===== src/design/knc_pkg.sv =====
// Shared types and constants of the k-means nearest centroid assignment core.
// Depends on nothing; used by the controller, datapath, top level and checker.
package knc_pkg;

	// Fixed field widths of the input beat, result beat and cluster count data.
	localparam int COORD_W = 16;
	localparam int SLOT_W  = 4;
	localparam int ID_W    = 4;
	localparam int NCLUS_W = 5;

	// Command codes of an input beat.
	typedef enum logic {
		CMD_LOAD   = 1'b0,
		CMD_ASSIGN = 1'b1
	} cmd_t;

	// One input beat.
	typedef struct packed {
		cmd_t                       cmd;
		logic [SLOT_W-1:0]          slot;
		logic signed [COORD_W-1:0]  x_coord;
		logic signed [COORD_W-1:0]  y_coord;
		logic [ID_W-1:0]            prev_cluster;
		logic                       last_point;
	} in_item_t;

	// One result beat.
	typedef struct packed {
		logic [ID_W-1:0] cluster_id;
		logic            changed;
		logic            pass_end;
		logic            converged;
	} out_item_t;

	// Commands from the controller to the datapath.
	typedef struct packed {
		logic load_point;
		logic table_wr;
		logic rd_en;
		logic rd_first;
		logic rd_last;
		logic load_result;
	} dp_cmd_t;

	// Status from the datapath to the controller.
	typedef struct packed {
		logic search_done;
		logic out_busy;
	} dp_stat_t;

endpackage


===== src/design/knc_datapath.sv =====
// Datapath of the assignment core: centroid memory, distance pipeline,
// running minimum, pass tracking and result register. Depends on knc_pkg.
module knc_datapath #(
	parameter int MAX_CLUSTERS = 16,
	localparam int IDX_W = (MAX_CLUSTERS > 1) ? $clog2(MAX_CLUSTERS) : 1
) (
	input  logic                clk,
	input  logic                arst_n,
	input  knc_pkg::in_item_t   in_data,
	input  knc_pkg::dp_cmd_t    cmd,
	input  logic [IDX_W-1:0]    rd_idx,
	output knc_pkg::dp_stat_t   stat,
	output logic                out_valid,
	input  logic                out_ready,
	output knc_pkg::out_item_t  out_data
);

	localparam int CW     = knc_pkg::COORD_W;
	localparam int DIFF_W = CW + 1;
	localparam int SQ_W   = 2 * CW;
	localparam int SUM_W  = SQ_W + 1;
	localparam int CMP_W  = (IDX_W > knc_pkg::ID_W) ? IDX_W : knc_pkg::ID_W;

	// Centroid memory and latched point.
	logic [2*CW-1:0]          ctab_q [MAX_CLUSTERS];
	logic signed [CW-1:0]     pt_x_q, pt_y_q;
	logic [knc_pkg::ID_W-1:0] prev_q;
	logic                     last_q;

	// Pipeline stages.
	logic                     vld_s1, vld_s2, vld_s3;
	logic                     first_s1, first_s2, first_s3;
	logic                     last_s1, last_s2, last_s3;
	logic [IDX_W-1:0]         idx_s1, idx_s2, idx_s3;
	logic [2*CW-1:0]          cen_s1;
	logic [CW-1:0]            adx_s2, ady_s2;
	logic [SQ_W-1:0]          sqx_s3, sqy_s3;

	// Search and result state.
	logic [SUM_W-1:0]         best_dist_q;
	logic [IDX_W-1:0]         best_idx_q;
	logic                     done_q;
	logic                     pass_stable_q;
	logic                     out_valid_q;
	knc_pkg::out_item_t       out_q;

	logic signed [CW-1:0]     cen_x, cen_y;
	logic signed [DIFF_W-1:0] dx, dy, adx_full, ady_full;
	logic [SUM_W-1:0]         sq_sum;
	logic                     changed;

	// The centroid memory is written by load beats and read one entry a cycle.
	always_ff @(posedge clk) begin
		if (cmd.table_wr) begin
			ctab_q[IDX_W'(in_data.slot)] <= {in_data.x_coord, in_data.y_coord};
		end
		if (cmd.rd_en) begin
			cen_s1 <= ctab_q[rd_idx];
			idx_s1 <= rd_idx;
			first_s1 <= cmd.rd_first;
			last_s1 <= cmd.rd_last;
		end
	end

	// The point of an assign beat is held for the whole search.
	always_ff @(posedge clk) begin
		if (cmd.load_point) begin
			pt_x_q <= in_data.x_coord;
			pt_y_q <= in_data.y_coord;
			prev_q <= in_data.prev_cluster;
			last_q <= in_data.last_point;
		end
	end

	// Absolute coordinate differences; they always fit in CW unsigned bits.
	assign cen_x = cen_s1[2*CW-1:CW];
	assign cen_y = cen_s1[CW-1:0];
	assign dx = DIFF_W'(pt_x_q) - DIFF_W'(cen_x);
	assign dy = DIFF_W'(pt_y_q) - DIFF_W'(cen_y);
	assign adx_full = dx[DIFF_W-1] ? -dx : dx;
	assign ady_full = dy[DIFF_W-1] ? -dy : dy;

	always_ff @(posedge clk) begin
		adx_s2 <= adx_full[CW-1:0];
		ady_s2 <= ady_full[CW-1:0];
		idx_s2 <= idx_s1;
		first_s2 <= first_s1;
		last_s2 <= last_s1;
	end

	// Squares, each registered on its own.
	always_ff @(posedge clk) begin
		sqx_s3 <= adx_s2 * adx_s2;
		sqy_s3 <= ady_s2 * ady_s2;
		idx_s3 <= idx_s2;
		first_s3 <= first_s2;
		last_s3 <= last_s2;
	end

	// Squared distance; the carry bit keeps the sum exact.
	assign sq_sum = {1'b0, sqx_s3} + {1'b0, sqy_s3};

	// Running minimum. Only a strictly smaller distance replaces the best,
	// so the lower index wins a tie.
	always_ff @(posedge clk) begin
		if (vld_s3 && (first_s3 || (sq_sum < best_dist_q))) begin
			best_dist_q <= sq_sum;
			best_idx_q <= idx_s3;
		end
	end

	// Stage valid bits and the end-of-search flag.
	always_ff @(posedge clk or negedge arst_n) begin
		if (!arst_n) begin
			vld_s1 <= 1'b0;
			vld_s2 <= 1'b0;
			vld_s3 <= 1'b0;
			done_q <= 1'b0;
		end else begin
			vld_s1 <= cmd.rd_en;
			vld_s2 <= vld_s1;
			vld_s3 <= vld_s2;
			done_q <= vld_s3 && last_s3;
		end
	end

	assign changed = CMP_W'(best_idx_q) != CMP_W'(prev_q);

	// Result register and pass tracking. A new result is loaded only when the
	// register is empty or being emptied in the same cycle.
	always_ff @(posedge clk or negedge arst_n) begin
		if (!arst_n) begin
			out_valid_q <= 1'b0;
			pass_stable_q <= 1'b1;
		end else begin
			if (cmd.load_result) begin
				out_valid_q <= 1'b1;
				pass_stable_q <= last_q ? 1'b1 : (pass_stable_q && !changed);
			end else if (out_ready) begin
				out_valid_q <= 1'b0;
			end
		end
	end

	always_ff @(posedge clk) begin
		if (cmd.load_result) begin
			out_q.cluster_id <= knc_pkg::ID_W'(best_idx_q);
			out_q.changed <= changed;
			out_q.pass_end <= last_q;
			out_q.converged <= last_q && pass_stable_q && !changed;
		end
	end

	assign out_valid = out_valid_q;
	assign out_data = out_q;
	assign stat.search_done = done_q;
	assign stat.out_busy = out_valid_q && !out_ready;

endmodule


===== src/design/knc_controller.sv =====
// Controller of the assignment core: accepts beats, holds the cluster count
// register and sequences the centroid scan. Depends on knc_pkg.
module knc_controller #(
	parameter int MAX_CLUSTERS = 16,
	localparam int IDX_W = (MAX_CLUSTERS > 1) ? $clog2(MAX_CLUSTERS) : 1
) (
	input  logic                        clk,
	input  logic                        arst_n,
	input  logic                        cfg_valid,
	output logic                        cfg_ready,
	input  logic [knc_pkg::NCLUS_W-1:0] cfg_data,
	input  logic                        in_valid,
	output logic                        in_ready,
	input  knc_pkg::in_item_t           in_data,
	output knc_pkg::dp_cmd_t            cmd,
	output logic [IDX_W-1:0]            rd_idx,
	input  knc_pkg::dp_stat_t           stat
);

	typedef enum logic [3:0] {
		ST_IDLE  = 4'b0001,
		ST_ISSUE = 4'b0010,
		ST_DRAIN = 4'b0100,
		ST_EMIT  = 4'b1000
	} state_t;

	state_t                        state_q, state_d;
	logic [knc_pkg::NCLUS_W-1:0]   nclus_q;
	logic [IDX_W-1:0]              rd_idx_q;
	logic [IDX_W-1:0]              last_idx;
	logic                          accept;
	logic                          slot_ok;

	// The cluster count register can always take a write.
	assign cfg_ready = 1'b1;

	always_ff @(posedge clk or negedge arst_n) begin
		if (!arst_n) begin
			nclus_q <= knc_pkg::NCLUS_W'(1);
		end else if (cfg_valid) begin
			nclus_q <= cfg_data;
		end
	end

	// Index of the last active centroid; a count of zero acts as one and a
	// count above the table size saturates.
	always_comb begin
		priority if (nclus_q == '0) begin
			last_idx = '0;
		end else if (int'(nclus_q) > MAX_CLUSTERS) begin
			last_idx = IDX_W'(MAX_CLUSTERS - 1);
		end else begin
			last_idx = IDX_W'(nclus_q - knc_pkg::NCLUS_W'(1));
		end
	end

	assign in_ready = (state_q == ST_IDLE);
	assign accept = in_valid && in_ready;
	assign slot_ok = int'(in_data.slot) < MAX_CLUSTERS;

	// Datapath commands.
	always_comb begin
		cmd.load_point = accept && (in_data.cmd == knc_pkg::CMD_ASSIGN);
		cmd.table_wr = accept && (in_data.cmd == knc_pkg::CMD_LOAD) && slot_ok;
		cmd.rd_en = (state_q == ST_ISSUE);
		cmd.rd_first = (rd_idx_q == '0);
		cmd.rd_last = (rd_idx_q == last_idx);
		cmd.load_result = (state_q == ST_EMIT) && !stat.out_busy;
	end

	assign rd_idx = rd_idx_q;

	// Next state.
	always_comb begin
		state_d = state_q;
		unique case (state_q)
			ST_IDLE: begin
				if (accept && (in_data.cmd == knc_pkg::CMD_ASSIGN)) begin
					state_d = ST_ISSUE;
				end
			end
			ST_ISSUE: begin
				if (rd_idx_q == last_idx) begin
					state_d = ST_DRAIN;
				end
			end
			ST_DRAIN: begin
				if (stat.search_done) begin
					state_d = ST_EMIT;
				end
			end
			ST_EMIT: begin
				if (!stat.out_busy) begin
					state_d = ST_IDLE;
				end
			end
			default: begin
				state_d = ST_IDLE;
			end
		endcase
	end

	// State and scan counter.
	always_ff @(posedge clk or negedge arst_n) begin
		if (!arst_n) begin
			state_q <= ST_IDLE;
			rd_idx_q <= '0;
		end else begin
			state_q <= state_d;
			if (state_q == ST_ISSUE) begin
				rd_idx_q <= rd_idx_q + IDX_W'(1);
			end else begin
				rd_idx_q <= '0;
			end
		end
	end

endmodule


===== src/design/kmeans_nearest_centroid_assign_core.sv =====
// K-means assignment step for 2-D points. A load beat (cmd = load) writes one
// centroid into a 16-entry table and gives no result; a slot beyond the
// table is ignored. After an assign beat is accepted the block is not ready
// again until its result is loaded: the shared distance unit scans the
// active centroids one per cycle, then a three-stage pipeline (table read,
// differences, squares) drains and the result is loaded once the register is free.
// The nearest centroid by squared distance wins, the lower index on ties.
// The result register lets a finished result wait while the next beat is
// accepted. Write num_clusters (1..16) only while the block is idle, and load
// every active centroid before assigning points.
module kmeans_nearest_centroid_assign_core #(
	parameter int MAX_CLUSTERS = 16
) (
	input  logic                        clk,
	input  logic                        arst_n,
	input  logic                        cfg_valid,
	output logic                        cfg_ready,
	input  logic [knc_pkg::NCLUS_W-1:0] cfg_data,
	input  logic                        in_valid,
	output logic                        in_ready,
	input  knc_pkg::in_item_t           in_data,
	output logic                        out_valid,
	input  logic                        out_ready,
	output knc_pkg::out_item_t          out_data
);

	localparam int IDX_W = (MAX_CLUSTERS > 1) ? $clog2(MAX_CLUSTERS) : 1;

	knc_pkg::dp_cmd_t  dp_cmd;
	knc_pkg::dp_stat_t dp_stat;
	logic [IDX_W-1:0]  rd_idx;

	// Sequencing and configuration.
	knc_controller #(
		.MAX_CLUSTERS(MAX_CLUSTERS)
	) u_ctrl (
		.clk      (clk),
		.arst_n   (arst_n),
		.cfg_valid(cfg_valid),
		.cfg_ready(cfg_ready),
		.cfg_data (cfg_data),
		.in_valid (in_valid),
		.in_ready (in_ready),
		.in_data  (in_data),
		.cmd      (dp_cmd),
		.rd_idx   (rd_idx),
		.stat     (dp_stat)
	);

	// Centroid storage, distance unit and result register.
	knc_datapath #(
		.MAX_CLUSTERS(MAX_CLUSTERS)
	) u_dp (
		.clk      (clk),
		.arst_n   (arst_n),
		.in_data  (in_data),
		.cmd      (dp_cmd),
		.rd_idx   (rd_idx),
		.stat     (dp_stat),
		.out_valid(out_valid),
		.out_ready(out_ready),
		.out_data (out_data)
	);

endmodule


===== config.mk =====
export PLATFORM = sky130hd
export DESIGN_NAME = kmeans_nearest_centroid_assign_core
export DESIGN_NICKNAME = d
export VERILOG_FILES = /design/src/design/knc_pkg.sv /design/src/design/knc_datapath.sv /design/src/design/knc_controller.sv /design/src/design/kmeans_nearest_centroid_assign_core.sv
export SDC_FILE = /design/constraint.sdc
export NUM_CORES = 2
export LEC_CHECK = 0
export ABC_AREA = 1
export BUFFER_PORTS_ARGS = -buffer_cell sky130_fd_sc_hd__buf_2
export CAP_MARGIN = 10
export CELL_PAD_IN_SITES_DETAIL_PLACEMENT = 1
export CELL_PAD_IN_SITES_GLOBAL_PLACEMENT = 1
export CORE_MARGIN = 2
export CORE_UTILIZATION = 52
export DETAILED_ROUTE_END_ITERATION = 10
export PLACE_DENSITY_LB_ADDON = 0.3
export SLEW_MARGIN = 25
export SYNTH_ARGS = -nofsm -noshare
export SYNTH_HDL_FRONTEND = slang
export SYNTH_HIERARCHICAL = 1
export SYNTH_SLANG_ARGS = --single-unit
export TNS_END_PERCENT = 1

===== constraint.sdc =====
create_clock -name clk -period 6.3 [get_ports clk]
set_input_delay 1.26 -clock clk [delete_from_list [all_inputs] [get_ports clk]]
set_output_delay 1.26 -clock clk [all_outputs]
set_load 0.05 [all_outputs]

# [After elaboration in Yosys (flattened, before gate mapping)]
# Memories as Yosys holds them, arrays and structs flattened. A register that Yosys moved wholly into a read port is not among the register bits.
# Cells that the tools add are included.
[op_classes] n_eq_ne=10 bitwise_logic=1 order_cmp=2 addsub=7 n_mul=2 n_reduce_logical=18 n_mux=15
[op_table] op="16-bit by 16-bit multiplier with 32-bit output" count=2
[op_table] op="16-bit by 16-bit subtractor with 17-bit output" count=2
[op_table] op="32-bit by 32-bit adder with 33-bit output" count=1
[op_table] op="33-bit less-than comparator" count=1
[op_table] op="16-bit two-way mux" count=2
[op_table] op="16-bit negation" count=2
[op_table] op="4-bit two-way mux" count=7
[op_table] op="4-bit case mux with 4 select lines" count=1
[op_table] op="1-bit logical AND" count=10
[op_table] op="2-bit inequality test (second input constant)" count=3
[op_table] op="5-bit > comparator (second input constant)" count=1
[op_table] op="5-bit zero test" count=1
[op_table] op="1-bit two-way mux" count=5
[op_table] op="4-bit by 1-bit adder with 4-bit output (second input constant)" count=1
[op_table] op="4-bit by 1-bit equality test with 1-bit output (second input constant)" count=1
[op_table] op="4-bit by 2-bit equality test with 1-bit output (second input constant)" count=1
[op_table] op="4-bit by 3-bit equality test with 1-bit output (second input constant)" count=1
[op_table] op="4-bit equality test" count=1
[op_table] op="4-bit equality test (second input constant)" count=1
[op_table] op="4-bit zero test" count=1
[op_table] op="4-bit inequality test" count=1
[op_table] op="4-bit AND reduction" count=1
[op_table] op="4-bit by 1-bit subtractor with 4-bit output (second input constant)" count=1
[op_table] op="1-bit zero test" count=3
[op_table] op="4 further kinds" count=4
[totals] reg_bits=214 input_bits=52 output_inout_bits=10 n_memories=1 mem_bits_rw=512
[mem_list] name="u_dp.ctab_q" words=16 word_bits=32 read_ports=1 rd_clocked_by_memory_dff=1 write_ports=1 line_no="knc_datapath.sv:25" rtl="logic [2*CW-1:0] ctab_q [MAX_CLUSTERS];"

# [Depth between registers and ports, before layout]
[logic_depth] word_depth=6 mapped_depth=28 ltp_nobuf=26

# [By module]
# The synthesis kept the hierarchy.
[by_module_without_submodules] module="knc_datapath" n_inst=1 cells_each=4429 area_per_inst_um2=46306.9
[by_module_without_submodules] module="knc_controller" n_inst=1 cells_each=113 area_per_inst_um2=862.1

# [Worst setup path before layout]
# OpenSTA, ideal clock, no wires.
[synth_timing] path_type="register to register" startpoint="reg u_dp.sqx_s3[3]" endpoint="reg u_dp.best_dist_q[0], enable pin" n_path_buf=0 path_slack_ps=673 t_arrival_ps=5139 stages_incl_launch_ff=22 setup_time_ps=488 cell_sequence="dfxtp_1 ha_1 nand2_1 inv_1 nor2_1 o21ai_1 nand2_1 nand2_2 inv_1 o21ai_2 nand2_1 nand2_1 nand2_1 nand2_1 xor2_1 ha_1 a21oi_1 o21ai_0 a21oi_1 o21a_1 nand3_1 a21boi_0"
[synth_via] elab_chain_len=4
[synth_lines] element="from (decl)" line_no="knc_datapath.sv:37" rtl="logic [SQ_W-1:0] sqx_s3, sqy_s3;"
[synth_lines] element="from (signal assigned)" line_no="knc_datapath.sv:93" rtl="sqx_s3 <= adx_s2 * adx_s2;"
[synth_lines] element="32-bit by 32-bit adder with 33-bit output" line_no="knc_datapath.sv:101" rtl="assign sq_sum = {1'b0, sqx_s3} + {1'b0, sqy_s3};"
[synth_lines] element="net u_dp.sq_sum[22]" line_no="knc_datapath.sv:49" rtl="logic [SUM_W-1:0] sq_sum;"
[synth_lines] element="33-bit less-than comparator" line_no="knc_datapath.sv:106" rtl="if (vld_s3 && (first_s3 || (sq_sum < best_dist_q))) begin"
[synth_lines] element="1-bit logical OR" line_no="knc_datapath.sv:106"
[synth_lines] element="1-bit logical AND" line_no="knc_datapath.sv:106"
[synth_lines] element="to (signal assigned)" line_no="knc_datapath.sv:107" rtl="best_dist_q <= sq_sum;"
[synth_lines] element="to (decl)" line_no="knc_datapath.sv:40" rtl="logic [SUM_W-1:0] best_dist_q;"
# The timed path passes the listed nets, and every way through them passes these cells.
# A chain may end at the register's enable or synchronous reset.

# [Worst setup path after layout]
[layout_timing] startpoint="reg u_dp.adx_s2[9]" endpoint="reg u_dp.sqx_s3[18]"
[layout_via] elab_chain_len=1
[layout_lines] element="from (decl)" line_no="knc_datapath.sv:36" rtl="logic [CW-1:0] adx_s2, ady_s2;"
[layout_lines] element="from (signal assigned)" line_no="knc_datapath.sv:84" rtl="adx_s2 <= adx_full[CW-1:0];"
[layout_lines] element="16-bit by 16-bit multiplier with 32-bit output" line_no="knc_datapath.sv:93"
# No other way between the ends.

==> flow_metrics.py <==
metrics = {
    "synth": {
        "yosysUniqueCellTypes": 57,
        "synthesis.nets": 5227,
        "yosys.area.top_type": "sky130_fd_sc_hd__edfxtp_1",
        "post_synth_fa_ha_maj_area_fraction": 0.220,
        "synth.top_cells.by_count": "sky130_fd_sc_hd__inv_1, sky130_fd_sc_hd__nand2_1, sky130_fd_sc_hd__edfxtp_1",
        "synth_compound_gate_area_share": 0.0840,
        "yosys_warnings": 6,
        "yosysMostFrequentCell": "sky130_fd_sc_hd__inv_1",
        "synth_edf_count": 631,
        "yosysTopAreaCellShare": 0.402,
        "synth_seq_cells": 756,
        "synth_xor_xnor_area_share": 0.0236,
        "post_synth_main_area_contributors": "sky130_fd_sc_hd__edfxtp_1, sky130_fd_sc_hd__fa_1, sky130_fd_sc_hd__ha_1",
        "synth_cells": 4542,
        "synth_simple_gate_area_frac": 0.0997,
        "synthesis.area_per_instance_um2": 10.4,
        "syn-cell-area_um2": 47200,
        "synthFlopType": "sky130_fd_sc_hd__edfxtp_1",
        "combinational_family_with_the_most_area_after_synthesis": "adder cells",
        "seq_area_frac_synth": 0.457,
        "yosys-mux-area-fraction": 0.0272,
        "synthArstFlopShare": 0.0251,
    },
    "global_route": {
        "globalRouteOverflowTotal": 0,
        "antenna_violations_before_repair": 5,
        "pin_count_of_the_biggest_net_entering_global_routing": 177,
        "first_global_vias": 36000,
        "first_pass_grt_wire_length_um": 201000,
        "grt_usage": 0.280,
    },
    "detailed_routing": {
        "detailroute.via_count": 32500,
        "met2_wirelength_um": 66000,
        "m1WireLength_um": 51600,
        "drt_drc_violations_left": 0,
        "routed_via_density": 5.57,
        "detail_route.wirelength_um": 128000,
        "drt_iter0_drc": 1883,
        "antenna_violating_nets_post_route": 0,
        "first_pass_iters": 5,
        "route.detailed.wl_per_inst_um": 22.0,
        "maxUsedRoutingLayer": "met5",
        "met3_length_um": 5810,
    },
    "critical_path": {
        "launching_instance_or_port_of_the_critical_path": "u_dp/adx_s2[9]$_DFF_P_",
        "cp_data_required_time_ns": 6.81,
        "worstPathMaxFanout": 16,
        "worstSetupStartpointType": "flop",
        "critical_path.reg2reg.endpoint": "u_dp/sqx_s3[18]$_DFF_P_",
        "ff2ff_path_depth": 19,
        "regToRegStartpoint": "u_dp/adx_s2[9]$_DFF_P_",
        "worst-r2r-setup-slack_ns": 0.31,
        "critical_path_arrival_ns": 6.50,
        "critical_path.endpoint_type": "flop",
        "critical_path_class": "reg2reg",
        "critical_path.endpoint": "u_dp/sqx_s3[18]$_DFF_P_",
    },
    "floorplanning": {
        "initial_core_util": 0.524,
        "num_rows": 110,
        "chipWidth_um": 305,
        "design.core.area_um2": 90000,
        "fp.dieH_um": 305,
        "io_pins": 62,
        "floorplan.die_area_um2": 93100,
    },
    "sta": {
        "slew_violations": 0,
        "setup_tns_ns": 0,
        "clock_skew_ns": 0.0463,
        "hold_viol_final": 0,
        "worst-slew-pin-transition_ns": 1.12,
        "period_share": 0.951,
        "worst_slack_ns": 0.311,
        "setup_viol_count_final": 0,
        "finalWorstPathRequiredPeriod_ns": 5.99,
        "relSlewSlack": 0.251,
        "timing.fmax_mhz": 167,
    },
    "cts": {
        "htree_num_levels": 3,
        "cts_post_setup_buffers_inserted": 0,
        "cts_buffer_depth": 3,
        "worst_skew_pair.late_latency_ns": 0.65,
        "tritoncts": "built",
        "clock_sink_count": 756,
        "clk_pin_slew_ns": 0.06,
        "cts_root_cell": "sky130_fd_sc_hd__clkbuf_16",
        "numCtsBuffers": 82,
    },
    "worst_hold_path": {
        "holdCritPathClass": "reg2reg",
    },
    "placed_design": {
        "dpl.hpwl_um": 89100,
        "gpl.final_weighted_congestion": 0.897,
        "placement_stage_cell_area_um2": 49000,
        "dpl_worst_slack_ns": 0.312,
        "io_buffer_count": 60,
    },
    "job": {
        "drv.max_cap_violation_count": 0,
    },
    "cells_and_area": {
        "nNetsFinal": 5275,
        "growth_of_design_area_from_synthesis_to_finish_pct": 9.79,
        "final_layout_size_suffix_gt1_frac": 0.0735,
        "fin_area_um2": 51800,
        "fillerInstances": 9770,
    },
    "run_status": {
        "status": "completed",
    },
}
[per-stage QoR]
step	hold slack, ns	util	cells
after floorplan	0.310	-	4542
after global placement	0.311	0.542	5673
after detailed placement	0.313	0.545	5681
after CTS	0.329	0.575	5828
after global routing	0.329	0.575	5830
final	0.327	0.575	5830
[layout make-up]
class | count | area (um2) | share of cell area
clock inverter | 38 | 427 | 0.00824
inverter | 938 | 3530 | 0.0681
tap | 1176 | 1470 | 0.0284
antenna | 1 | 2.50 | 0.0000483
clock buffer | 109 | 2300 | 0.0444
multi-input combinational | 2693 | 21600 | 0.416
sequential | 756 | 21600 | 0.417
timing repair buffer | 119 | 923 | 0.0178
[kinds of logic after synthesis]
group	after synthesis
xor+xnor	127
other cells	1
simple gates	1113
compound gates	691
buf+inv	1093
fa+ha+maj	633
flops	756
mux	128
[placed cells by master (no fill, tap or decap), drive strengths merged, types with 3 or more instances in the layout]
cell and n:
o21a 7, inv 942, dfxtp 106, dfstp 3, nor4 3, a21boi 6, xor2 82, nand2 717
nor2 185, o211ai 132, buf 119, a211oi 5, dfrtp 16, nand3 137, clkinv 26, nand4 21
ha 307, nand3b 11, a21oi 271, edfxtp 631, or2 9, o21ai 225, xnor2 45, fa 326
a31oi 9, bufinv 7, mux2i 128, clkbuf 109, nor3 26, o21bai 9, a21o 17
[state kept, by name, summed over array words and instances, names as in the netlist, 4 cells and up]
register,cells
u_ctrl/nclus_q,5
u_ctrl/rd_idx,4
u_ctrl/state_q,4
u_dp/adx_s2,16
u_dp/ady_s2,16
u_dp/best_dist_q,33
u_dp/best_idx_q,4
u_dp/cen_s1,32
u_dp/ctab_q,512
u_dp/idx_s1,4
u_dp/idx_s2,4
u_dp/idx_s3,4
u_dp/out_data,7
u_dp/prev_q,4
u_dp/pt_x_q,16
u_dp/pt_y_q,16
u_dp/sqx_s3,31
u_dp/sqy_s3,31
[worst min path at each step]
stage	startpoint	to	slack, ns	cells past startpoint
2_1_floorplan	u_dp/first_s2$_DFF_P_	u_dp/first_s3$_DFF_P_	0.31	0
3_3_place_gp	u_dp/idx_s2[3]$_DFF_P_	u_dp/idx_s3[3]$_DFF_P_	0.31	0
3_5_place_dp	u_dp/idx_s2[1]$_DFF_P_	u_dp/idx_s3[1]$_DFF_P_	0.31	0
4_1_cts	u_dp/idx_s2[2]$_DFF_P_	u_dp/idx_s3[2]$_DFF_P_	0.33	0
5_1_grt	u_dp/idx_s2[2]$_DFF_P_	u_dp/idx_s3[2]$_DFF_P_	0.33	0
6_report	u_dp/idx_s2[2]$_DFF_P_	u_dp/idx_s3[2]$_DFF_P_	0.33	0
[timing repair]
action | CTS | global route
gates resized for setup | 0 | 6
hold buffers | 0 | 0
setup endpoints to repair | 0 | 3
[metal layers]
metal | vias up | GRT usage
met2 | 801 | 0.506
met1 | 16500 | 0.340
met4 | 4 | 0.108
met3 | 284 | 0.0358
met5 | - | 0
li1 | 14900 | -
[worst max-delay path, stage by stage (launching register included)]
cell and delay (ns):
sky130_fd_sc_hd__dfxtp_1 0.84, sky130_fd_sc_hd__nand2_1 0.19, sky130_fd_sc_hd__fa_1 0.54, sky130_fd_sc_hd__inv_1 0.05, sky130_fd_sc_hd__fa_1 0.50, sky130_fd_sc_hd__inv_1 0.06, sky130_fd_sc_hd__fa_1 0.54, sky130_fd_sc_hd__inv_1 0.05
sky130_fd_sc_hd__fa_1 0.45, sky130_fd_sc_hd__fa_1 0.50, sky130_fd_sc_hd__inv_1 0.05, sky130_fd_sc_hd__fa_1 0.47, sky130_fd_sc_hd__inv_1 0.04, sky130_fd_sc_hd__ha_1 0.33, sky130_fd_sc_hd__nand2_1 0.15, sky130_fd_sc_hd__nor2_1 0.27
sky130_fd_sc_hd__inv_1 0.11, sky130_fd_sc_hd__o21ai_0 0.35, sky130_fd_sc_hd__a31oi_1 0.12, sky130_fd_sc_hd__xnor2_1 0.24
Power is not shown: default switching activity piles up to over one toggle a cycle in this logic, so the estimate is an artifact.
